--- src/sv/csvqp_pkg.sv ---
// csvqp_pkg: shared types and character codes for the CSV quoted field parser.
// No dependencies; imported by csvqp_core and csv_quoted_field_parser_unit.

package csvqp_pkg;

  // Input op codes
  localparam logic OP_CHAR = 1'b0;
  localparam logic OP_EOL  = 1'b1;

  // Special characters
  localparam logic [7:0] CH_QUOTE = 8'h22;
  localparam logic [7:0] CH_COMMA = 8'h2C;
  localparam logic [7:0] CH_CR    = 8'h0D;

  // One result item as produced by the parser step
  typedef struct packed {
    logic       valid;
    logic [7:0] data;
    logic       byte_valid;
    logic       field_end;
    logic       line_end;
  } csvqp_res_t;

endpackage

--- src/sv/csvqp_core.sv ---
// csvqp_core: parser state registers and the per-character step logic.
// Depends on csvqp_pkg. Produces at most one result per accepted item.

module csvqp_core import csvqp_pkg::*; (
  input  logic       clk,
  input  logic       rst_n,
  input  logic       step_en,
  input  logic       op,
  input  logic [7:0] ch,
  output csvqp_res_t res
);

  logic       inside_quotes_r, inside_quotes_nxt;
  logic       quote_pending_r, quote_pending_nxt;
  logic [7:0] held_byte_r, held_byte_nxt;
  logic       held_valid_r, held_valid_nxt;
  logic       has_content_r, has_content_nxt;

  logic       do_content;
  logic [7:0] content_ch;
  logic       do_close;
  logic       close_eol;
  logic       outside;
  logic       close_emit;

  // Classify the item: content byte, field close, or no-result control
  always_comb begin
    do_content        = 1'b0;
    content_ch        = ch;
    do_close          = 1'b0;
    close_eol         = 1'b0;
    outside           = 1'b0;
    inside_quotes_nxt = inside_quotes_r;
    quote_pending_nxt = quote_pending_r;

    if (op == OP_EOL) begin
      do_close          = 1'b1;
      close_eol         = 1'b1;
      inside_quotes_nxt = 1'b0;
      quote_pending_nxt = 1'b0;
    end else if (quote_pending_r) begin
      quote_pending_nxt = 1'b0;
      if (ch == CH_QUOTE) begin
        // doubled quote: literal quote
        do_content = 1'b1;
        content_ch = CH_QUOTE;
      end else begin
        // lone quote closed the section; byte handled as outside
        inside_quotes_nxt = 1'b0;
        outside           = 1'b1;
      end
    end else if (inside_quotes_r) begin
      if (ch == CH_QUOTE) begin
        quote_pending_nxt = 1'b1;
      end else begin
        do_content = 1'b1;
      end
    end else begin
      outside = 1'b1;
    end

    if (outside) begin
      if (ch == CH_QUOTE) begin
        inside_quotes_nxt = 1'b1;
      end else if (ch == CH_COMMA) begin
        do_close = 1'b1;
      end else if (ch != CH_CR) begin
        do_content = 1'b1;
      end
    end
  end

  // Hold-back register and result formation
  assign close_emit = held_valid_r && (held_byte_r != CH_QUOTE);

  always_comb begin
    held_byte_nxt   = held_byte_r;
    held_valid_nxt  = held_valid_r;
    has_content_nxt = has_content_r;
    res             = '0;

    if (do_close) begin
      res.valid       = 1'b1;
      res.byte_valid  = close_emit;
      res.data        = close_emit ? held_byte_r : 8'h00;
      res.field_end   = 1'b1;
      res.line_end    = close_eol;
      held_byte_nxt   = 8'h00;
      held_valid_nxt  = 1'b0;
      has_content_nxt = 1'b0;
    end else if (do_content) begin
      if (!has_content_r) begin
        // first content byte: a leading quote is stripped
        has_content_nxt = 1'b1;
        if (content_ch != CH_QUOTE) begin
          held_byte_nxt  = content_ch;
          held_valid_nxt = 1'b1;
        end
      end else begin
        if (held_valid_r) begin
          res.valid      = 1'b1;
          res.byte_valid = 1'b1;
          res.data       = held_byte_r;
        end
        held_byte_nxt  = content_ch;
        held_valid_nxt = 1'b1;
      end
    end
  end

  // State registers, updated only on an accepted item
  always_ff @(posedge clk) begin
    if (!rst_n) begin
      inside_quotes_r <= 1'b0;
      quote_pending_r <= 1'b0;
      held_byte_r     <= 8'h00;
      held_valid_r    <= 1'b0;
      has_content_r   <= 1'b0;
    end else if (step_en) begin
      inside_quotes_r <= inside_quotes_nxt;
      quote_pending_r <= quote_pending_nxt;
      held_byte_r     <= held_byte_nxt;
      held_valid_r    <= held_valid_nxt;
      has_content_r   <= has_content_nxt;
    end
  end

endmodule

--- src/sv/csv_quoted_field_parser_unit.sv ---
// csv_quoted_field_parser_unit: top level of the CSV quoted field parser.
// Depends on csvqp_pkg and csvqp_core; holds the result output register.
//
//   channel  direction  handshake          payload
//   in       input      in_valid/in_stall   in_op, in_char_in
//   out      output     out_valid/out_stall out_byte, out_byte_valid,
//                                           out_field_end, out_line_end
//
// One item per cycle while in_stall is low: the step logic sits between the
// parser state and a single output register, so a result appears the cycle after its item.
// Reset (rst_n low, synchronous) clears parser state and the output valid.
// in_stall is high only while the output register is full and stalled; an
// item is still taken while the held result drains in the same cycle.

module csv_quoted_field_parser_unit import csvqp_pkg::*; (
  input  logic       clk,
  input  logic       rst_n,
  input  logic       in_valid,
  output logic       in_stall,
  input  logic       in_op,
  input  logic [7:0] in_char_in,
  output logic       out_valid,
  input  logic       out_stall,
  output logic [7:0] out_byte,
  output logic       out_byte_valid,
  output logic       out_field_end,
  output logic       out_line_end
);

  logic       in_acc;
  csvqp_res_t step_res;
  logic       out_valid_r;
  logic [7:0] out_byte_r;
  logic       out_bvalid_r;
  logic       out_fend_r;
  logic       out_lend_r;

  assign in_stall = out_valid_r && out_stall;
  assign in_acc   = in_valid && !in_stall;

  csvqp_core u_core (
    .clk     (clk),
    .rst_n   (rst_n),
    .step_en (in_acc),
    .op      (in_op),
    .ch      (in_char_in),
    .res     (step_res)
  );

  // Output register: load on a new result, clear when taken
  always_ff @(posedge clk) begin
    if (!rst_n) begin
      out_valid_r <= 1'b0;
    end else if (in_acc) begin
      out_valid_r <= step_res.valid;
    end else if (!out_stall) begin
      out_valid_r <= 1'b0;
    end
  end

  always_ff @(posedge clk) begin
    if (in_acc && step_res.valid) begin
      out_byte_r   <= step_res.data;
      out_bvalid_r <= step_res.byte_valid;
      out_fend_r   <= step_res.field_end;
      out_lend_r   <= step_res.line_end;
    end
  end

  assign out_valid      = out_valid_r;
  assign out_byte       = out_byte_r;
  assign out_byte_valid = out_bvalid_r;
  assign out_field_end  = out_fend_r;
  assign out_line_end   = out_lend_r;

  // Checks
  a_line_closes_field: assert property (@(posedge clk) disable iff (!rst_n)
    out_valid && out_line_end |-> out_field_end)
    else $error("line end without field end");

  a_empty_byte_zero: assert property (@(posedge clk) disable iff (!rst_n)
    out_valid && !out_byte_valid |-> out_byte == 8'h00)
    else $error("out_byte nonzero without byte_valid");

  a_eol_result: assert property (@(posedge clk) disable iff (!rst_n)
    in_acc && in_op == OP_EOL |=> out_valid && out_line_end && out_field_end)
    else $error("end of line item gave no line end result");

endmodule

--- config.mk ---
export PLATFORM = sky130hd
export DESIGN_NAME = csv_quoted_field_parser_unit
export DESIGN_NICKNAME = d
export VERILOG_FILES = /design/src/sv/csvqp_pkg.sv /design/src/sv/csvqp_core.sv /design/src/sv/csv_quoted_field_parser_unit.sv
export SDC_FILE = /design/constraint.sdc
export NUM_CORES = 1
export LEC_CHECK = 0
export BUFFER_PORTS_ARGS = -buffer_cell sky130_fd_sc_hd__buf_2
export CORE_MARGIN = 4
export CORE_UTILIZATION = 40
export DETAILED_ROUTE_END_ITERATION = 8
export PLACE_DENSITY_LB_ADDON = 0.2
export REMOVE_ABC_BUFFERS = 1
export SLEW_MARGIN = 30
export SYNTH_ARGS = -nofsm -noshare
export SYNTH_HDL_FRONTEND = slang
export SYNTH_HIERARCHICAL = 1
export SYNTH_SLANG_ARGS = --single-unit
--- constraint.sdc ---
create_clock -name clk -period 3.3 [get_ports clk]
set_input_delay 0.825 -clock clk [delete_from_list [all_inputs] [get_ports clk]]
set_output_delay 0.825 -clock clk [all_outputs]
set_load 0.02 [all_outputs]
==> flow_summary.yaml, run 1 <==
run_status:
  status: "complete, no violations"
clock_network:
  cts_resized: 0
  worstSkewPairLatency_ns: 0.31
  numCtsBuffers: 3
  holdBufCountCts: 0
  clock_path_buffers: 2
  clkSlewWorstSetupHoldPaths_ns: 0.13
  postCtsSetupBuffers: 0
  cts_tree: "done"
  cts.sinks: 24
  cts-root-buf: "clkbuf_4"
  ctsHtreeMaxLevel: 1
timing:
  finalMaxSlewViolations: 0
  finalCritPeriodShare: 0.658
  worst_slew_pin_slew_ns: 0.482
  maxSlewHeadroom: 0.678
  setup_tns_ns: 0
  fin_crit_ns: 2.17
  skew_ns: 0.00120
  rsz0062_at_grt: "false"
  hold_violations: 0
  setup-violations-final: 0
  clock.fmax_ghz: 0.460
global_routing:
  grt_max_degree: 14
  grt_first_pass_wirelength_microns: 3460
  grt-ovfl-total: 0
  track_usage: 0.128
  grt_pass1_vias: 767
  antenna_found_initial: 0
die:
  fp.dieW_microns: 60.9
  die_area_sq_um: 3710
  die_h_microns: 60.9
  io_pins: 26
  initial_utilization: 0.436
  core_sq_um: 2570
  rows: 18
setup_path:
  cp-start-kind: "input port"
  rr_worst_depth: 7
  slowest_delay_ns: 0.42
  required_ns: 3.33
  path_cells: "buf_2 -> or3_1 -> nor4_2 -> or2_2 -> o21bai_1 -> nand2_1 -> nor2_1 -> buf_4"
  r2r_slack_ns: 1.45
  endpoint_kind: "flop"
  crit_slowest_cell: "or3_1"
  arrival_ns: 2.20
  crit_path_max_fanout: 11
  critPathKind: "in2reg"
drt:
  dr.pass1.iters: 4
  drt-initial-drc-count: 15
  wl_microns: 2140
  drc_errors: 0
  ant_nets: 0
  vias: 842
  routed_via_density: 5.43
  wire_per_inst_microns: 13.8
logic_synthesis:
  synthCells: 98
  yosysTopAreaCell: "edfxtp_1"
  netlist_top_cells_count: "dfxtp_1 (13), edfxtp_1 (11), and2_1 (10)"
  syn_area_per_cell_sq_um: 11.4
  synth-seq-cells: 24
  yosysUniqueCellTypes: 44
  async_flop_share: 0
  yosysSeqAreaShare: 0.527
  synth_ff_type: "dfxtp_1"
  ys_warn_count: 6
  netlist_area_sq_um: 1120
  yosysTopAreaCellShare: 0.295
  synth.top_cells.by_area: "edfxtp_1 (29%), dfxtp_1 (23%), and2_1 (5.6%)"
  synth.most_common_cell: "dfxtp_1"
  synth_edf_count: 11
finish:
  n_fill_cell: 259
  layout.nets: 139
  drive_above_1_share: 0.336
  fin_cells: 155
  diodes: 0
  area_growth_pct: 17.1
power_and_ir_drop:
  ir_worst_vdd_v: 0.000216
  p_per_area_nw_per_um2: 419
  power_leakage_nw: 0.494
placement:
  post-place-cells: 151
  port-buffer-count: 25
  dpl.hpwl_microns: 1720
  place_congestion: 0.889
hold_path:
  holdPathStages: 2
  hp-class: "reg2reg"
flow_run:
  drv_cap: 0
==> layout by cell type, fill, tap and decap left out, types with 3 or more instances in the layout <==
cell | netlist | final
buf_2 | 0 | 25
dfxtp_1 | 13 | 13
edfxtp_1 | 11 | 11
and2_1 | 10 | 10
nor2_1 | 6 | 6
a22o_1 | 6 | 6
clkbuf_4 | 0 | 3
nand3b_1 | 3 | 3
nand2b_1 | 3 | 3
nor3_1 | 3 | 3
a21oi_1 | 3 | 3
==> worst paths after layout <==
path / start / endpoint
worst max-delay path: in_char_in[7] / out_byte[7]$_DFFE_PP_
worst min-delay path: out_valid$_SDFFE_PN0P_ / out_valid$_SDFFE_PN0P_
worst max register to register: u_core/quote_pending_r$_SDFFE_PN0P_ / out_byte[7]$_DFFE_PP_
worst min register to register: out_valid$_SDFFE_PN0P_ / out_valid$_SDFFE_PN0P_
==> where the power goes <==
| group | switching, mW | leakage [nW] | internal [mW] |
|---|---|---|---|
| clock | 0.0841 | 0.0210 | 0.0673 |
| combinational | 0.0411 | 0.265 | 0.0267 |
| sequential | 0.00643 | 0.208 | 0.324 |
| total | 0.132 | 0.494 | 0.418 |
==> kinds of logic after synthesis <==
family / synth area share
xor gates and xnor gates: 0.00782
and+or+nand+nor: 0.261
AOI/OAI and AO/OA: 0.183
DFF: 0.527
buffers and inverters: 0.0201
==> flip-flops by register name, indices dropped and copies added, names as in the netlist <==
register	count
out_valid	1
out_line_end	1
out_byte	8
out_field_end	1
u_core/has_content_r	1
u_core/inside_quotes_r	1
out_byte_valid	1
u_core/held_valid_r	1
u_core/held_byte_r	8
u_core/quote_pending_r	1
==> area by class of cell <==
cell class,count,area [sq um],area share
flip-flops and latches,24,591,0.450
multi-input cells,69,507,0.386
repair buffers,26,133,0.101
well taps,30,37.5,0.0286
clock buffers,4,36.3,0.0277
inverters,2,7.51,0.00573
==> routing by layer <==
layer  track usage  vias up  wire length (microns)
met3        0.0128        2                     90
met4        0.0743        0                     27
met2         0.212       18                   1060
met5             0        -                      0
li1              -      425                      -
met1         0.161      397                    959
==> per-stage QoR <==
step / worst slack [ns] / util / power [mW] / hold WS [ns] / area, sq um
floorplan: 0.699 / - / 0.378 / 0.455 / 1100
global placement: 0.802 / 0.497 / 0.404 / 0.471 / 1270
detailed placement: 0.779 / 0.497 / 0.406 / 0.482 / 1270
CTS: 1.13 / 0.511 / 0.557 / 0.500 / 1310
global route: 1.04 / 0.511 / 0.578 / 0.528 / 1310
finish: 1.13 / 0.511 / 0.550 / 0.493 / 1310
==> critical path: cells and delay by family <==
| family | cells | cell delay (ns) |
|---|---|---|
| AND/OR/NAND/NOR | 5 | 0.96 |
| buffers and inverters | 2 | 0.30 |
| AO/OA/AOI/OAI | 1 | 0.11 |
No activity file was read; power rests on OpenSTA's default activity.
==> inputs of run 2 (changes only) <==
==> constraint.sdc (replaced) <==
create_clock -name clk -period 2.2 [get_ports clk]
set_input_delay 0.55 -clock clk [delete_from_list [all_inputs] [get_ports clk]]
set_output_delay 0.55 -clock clk [all_outputs]
set_load 0.02 [all_outputs]
==> flow_summary.yaml, run 2 (synthesis gave the netlist of run 1 again) <==
die:
  die_area_sq_um: 3710
  core_sq_um: 2570
  fp.dieW_microns: 60.9
  die_h_microns: 60.9
  rows: 18
  io_pins: 26
  initial_utilization: 0.436
clock_network:
  postCtsSetupBuffers: 0
  holdBufCountCts: 0
  cts-root-buf: "clkbuf_4"
  clock_path_buffers: 2
  numCtsBuffers: 3
  worstSkewPairLatency_ns: 0.31
  ctsHtreeMaxLevel: 1
  clkSlewWorstSetupHoldPaths_ns: 0.13
  cts.sinks: 24
  cts_resized: 0
  cts_tree: "done"
setup_path:
  path_cells: "and2b_4 -> nor4_2 -> or2_2 -> o21bai_1 -> nand2_1 -> nor2_1 -> buf_4"
  slowest_delay_ns: 0.41
  crit_path_max_fanout: 11
  critPathBufInv: 1
  cp-start-kind: "flop"
  crit_slowest_cell: "dfxtp_1"
  cpLargestDelayFamily: "simple AND/OR/NAND/NOR gates"
  critPathKind: "reg2reg"
  reg2reg_from: "u_core/quote_pending_r$_SDFFE_PN0P_"
  required_ns: 2.23
  r2r-end: "out_byte[4]$_DFFE_PP_"
  r2r_slack_ns: 0.33
  endpoint_kind: "flop"
  rr_worst_depth: 7
  arrival_ns: 1.90
finish:
  multi_input_area_sq_um: 507
  final_cell_mix: "buf_2 (25), dfxtp_1 (13), edfxtp_1 (11)"
  fin_util: 0.519
  drive_above_1_share: 0.352
  layout.nets: 142
  mostFrequentLayoutCell: "buf_2"
  fin_cells: 158
  diodes: 0
  ff_latch_area_sq_um: 591
  area_growth_pct: 19.1
  n_fill_cell: 245
run_status:
  status: "complete, no violations"
drt:
  vias: 864
  ant_nets: 0
  routed_via_density: 5.47
  dr.pass1.iters: 4
  wl_microns: 2230
  drt-initial-drc-count: 20
  drc_errors: 0
  wire_per_inst_microns: 14.1
power_and_ir_drop:
  ir_worst_vdd_v: 0.000294
  power_leakage_nw: 0.508
  p_per_area_nw_per_um2: 621
  power_mw: 0.829
timing:
  clock.fmax_ghz: 0.534
  finalWorstSetupSlack_ns: 0.326
  skew_ns: 0.00807
  worst_slew_pin_slew_ns: 0.431
  setup-violations-final: 0
  finalMaxSlewViolations: 0
  hold_violations: 0
  finalCritPeriodShare: 0.852
  fin_crit_ns: 1.87
  rsz0062_at_grt: "false"
  maxSlewHeadroom: 0.711
placement:
  pre_cts_ws_ns: -0.0216
  dpl.hpwl_microns: 1760
  place_congestion: 0.870
  port-buffer-count: 25
  post-place-cells: 154
hold_path:
  hp-class: "in2reg"
  holdPathStages: 2
  hold_path_end: "u_core/held_byte_r[7]$_SDFFE_PN0P_"
  min_from: "in_char_in[7]"
global_routing:
  grt_first_pass_wirelength_microns: 3610
  grt_max_degree: 14
  grt_pass1_vias: 804
  antenna_found_initial: 0
  grt-ovfl-total: 0
  track_usage: 0.135
flow_run:
  drv_cap: 0
-- run 2: cell types whose count changed in the layout (fill, tap and decap cells not counted), sizes merged --
cell	previous run	this run
buf	26	29
-- run 2: worst max path at each step --
stage | startpoint | end | slack [ns] | cells after the start
final | u_core/quote_pending_r$_SDFFE_PN0P_ | out_byte[4]$_DFFE_PP_ | 0.33 | 7
after global routing | u_core/quote_pending_r$_SDFFE_PN0P_ | out_byte[4]$_DFFE_PP_ | 0.18 | 7
after CTS | u_core/quote_pending_r$_SDFFE_PN0P_ | out_byte[5]$_DFFE_PP_ | 0.32 | 7
after detailed placement | in_char_in[7] | out_byte[4]$_DFFE_PP_ | -0.02 | 8
after global placement | in_char_in[7] | out_byte[6]$_DFFE_PP_ | 0.0005 | 8
after floorplan | in_char_in[7] | out_byte[0]$_DFFE_PP_ | -0.13 | 6
-- run 2: metrics by stage --
step,hold slack [ns],setup TNS (ns),instance area (sq um)
after detailed placement,0.482,-0.234,1300
after global routing,0.468,0,1330
after global placement,0.477,0,1300
final,0.472,0,1330
after CTS,0.451,0,1330
after floorplan,0.455,-1.38,1100
-- run 2: routing by layer --
metal  global-route usage  vias to the layer above  wire length (microns)
li1                     -                      434                      -
met4               0.0960                        0                     57
met2                0.214                       24                   1090
met3               0.0128                        4                     88
met1                0.170                      402                    994
met5                    0                        -                      0
-- run 2: power breakdown --
part / total, mW / switching, mW / internal [mW]
logic: 0.106 / 0.0629 / 0.0428
registers: 0.496 / 0.00963 / 0.486
clock network: 0.227 / 0.126 / 0.101
-- run 2: cell type report --
type / instances / area share
repair buffers: 29 / 0.116
flip-flops and latches: 24 / 0.443
clock buffers: 4 / 0.0272
multi-input cells: 69 / 0.380
well taps: 30 / 0.0281
inverters: 2 / 0.00563
==> inputs of run 3 (changes only) <==
--- a/config.mk
+++ b/config.mk
@@ -5,6 +5,7 @@
 export SDC_FILE = /design/constraint.sdc
 export NUM_CORES = 1
 export LEC_CHECK = 0
+export ABC_AREA = 1
 export BUFFER_PORTS_ARGS = -buffer_cell sky130_fd_sc_hd__buf_2
 export CORE_MARGIN = 4
 export CORE_UTILIZATION = 40
==> flow_summary.yaml, run 3 <==
finish:
  area_growth_pct: 17.4
  finalInstanceArea_sq_um: 1570
  multi_input_area_sq_um: 624
  layout.nets: 192
  ff_latch_area_sq_um: 591
  drive_above_1_share: 0.449
  n_fill_cell: 323
  fin_cells: 222
  diodes: 0
  final_cell_mix: "inv_1 (25), buf_2 (25), nand2_1 (17)"
  fin_util: 0.503
die:
  rows: 20
  die_h_microns: 65.9
  fp.dieW_microns: 65.9
  io_pins: 26
  core_sq_um: 3130
  die_area_sq_um: 4340
  initial_utilization: 0.429
power_and_ir_drop:
  power_mw: 0.946
  p_per_area_nw_per_um2: 601
  power_leakage_nw: 0.657
  ir_worst_vdd_v: 0.000202
clock_network:
  ctsHtreeMaxLevel: 1
  numCtsBuffers: 3
  cts_tree: "done"
  clkSlewWorstSetupHoldPaths_ns: 0.13
  worstSkewPairLatency_ns: 0.31
  cts_resized: 0
  holdBufCountCts: 0
  postCtsSetupBuffers: 0
  cts-root-buf: "clkbuf_4"
  clock_path_buffers: 2
  cts.sinks: 24
setup_path:
  endpoint_kind: "flop"
  slowest_delay_ns: 0.20
  path_cells: "buf_2 -> nor2_1 -> nand3_2 -> nor2_8 -> nor2_2 -> nand2_4 -> nand4_1 -> nand2_1 -> inv_1 -> nor3_2 -> buf_4"
  crit_path_max_fanout: 11
  required_ns: 2.23
  critPathKind: "in2reg"
  critPathBufInv: 3
  cp.depth: 11
  arrival_ns: 1.80
  cp-start-kind: "input port"
  rr_worst_depth: 9
  crit_slowest_cell: "buf_4"
  cpLargestDelayFamily: "simple AND/OR/NAND/NOR gates"
global_routing:
  gr-usage-met3: 0.0204
  antenna_found_initial: 0
  grt-ovfl-total: 0
  busiest_layer: "met2"
  globalRouteMet2Util: 0.214
  grtUsageMet1: 0.146
  grt_pass1_vias: 1001
  grt_first_pass_wirelength_microns: 4170
  grt_max_degree: 15
  track_usage: 0.121
timing:
  rsz0062_at_grt: "false"
  clock.fmax_ghz: 0.565
  finalWorstSetupSlack_ns: 0.432
  setup_tns_ns: 0
  skew_ns: 0.00375
  fin_crit_ns: 1.77
  setup-violations-final: 0
  worst_slew_pin_slew_ns: 0.534
  hold_slack_ns: 0.430
  finalCritPeriodShare: 0.804
  finalMaxSlewViolations: 0
  hold_violations: 0
  maxSlewHeadroom: 0.643
logic_synthesis:
  syn_area_per_cell_sq_um: 8.94
  ys_warn_count: 6
  yosysUniqueCellTypes: 28
  synthCells: 150
  synth_top_family_by_area: "simple AND/OR/NAND/NOR gates"
  synth.top_cells.by_area: "edfxtp_1 (25%), dfxtp_1 (19%), inv_1 (7.0%)"
  synth-compound-area-share: 0.108
  synth-simple-area-share: 0.357
  synthXorXnorAreaFrac: 0
  yosysTopAreaCell: "edfxtp_1"
  synth_ff_type: "dfxtp_1"
  synth_edf_count: 11
  synth-seq-cells: 24
  synth_mux_area_frac: 0
  async_flop_share: 0
  netlist_area_sq_um: 1340
  synthAdderAreaFrac: 0
  synth.most_common_cell: "inv_1"
  yosysTopAreaCellShare: 0.246
  netlist_top_cells_count: "inv_1 (25), nand2_1 (17), dfxtp_1 (13)"
  yosysSeqAreaShare: 0.440
drt:
  drc_errors: 0
  wl_microns: 2420
  vias: 1016
  dr.pass1.iters: 4
  routed_via_density: 4.58
  ant_nets: 0
  drt-initial-drc-count: 27
  wire_per_inst_microns: 10.9
hold_path:
  holdPathStages: 3
  hp-class: "in2reg"
placement:
  dpl.hpwl_microns: 1960
  pre_cts_ws_ns: 0.0875
  place_congestion: 0.778
  port-buffer-count: 25
  place_area_sq_um: 1520
  post-place-cells: 218
run_status:
  status: "complete, no violations"
flow_run:
  drv_cap: 0
==> run 3: logic make-up (layout without fill, tap and decap cells) <==
group / after synthesis / count (layout)
DFF: 24 / 24
buffers and inverters: 32 / 60
AOI/OAI and AO/OA: 19 / 19
and+or+nand+nor: 75 / 75
==> run 3: cell type report <==
cell class,count,area share
inverters,29,0.0707
multi-input cells,94,0.397
clock inverters,1,0.0191
repair buffers,27,0.0890
well taps,44,0.0350
flip-flops and latches,24,0.375
clock buffers,3,0.0143
==> run 3: final timing paths <==
| check | start | end | slack, ns |
|---|---|---|---|
| max reg2reg | u_core/inside_quotes_r$_SDFFE_PN0P_ | out_byte_valid$_DFFE_PP_ | 0.58 |
| max | in_char_in[2] | out_byte_valid$_DFFE_PP_ | 0.43 |
| min | rst_n | out_valid$_SDFFE_PN0P_ | 0.43 |
| min reg2reg | u_core/held_byte_r[1]$_SDFFE_PN0P_ | u_core/held_byte_r[1]$_SDFFE_PN0P_ | 0.47 |
==> run 3: metal layers <==
metal / share of wire / vias up
met5: 0 / -
met3: 0.041 / 0
met4: 0 / 0
met1: 0.44 / 464
li1: - / 532
met2: 0.51 / 20
==> run 3: tightest hold or removal path: stages <==
cell,delay [ns]
buf_2,0.09
nand2_1,0.04
inv_1,0.04
==> run 3: where the power goes <==
part           leakage [nW]  internal [mW]  switching (mW)  total (mW)
registers             0.208          0.485          0.0101       0.495
logic                 0.421         0.0451          0.0913       0.136
clock network        0.0279          0.184           0.131       0.315
total                 0.657          0.714           0.232       0.946
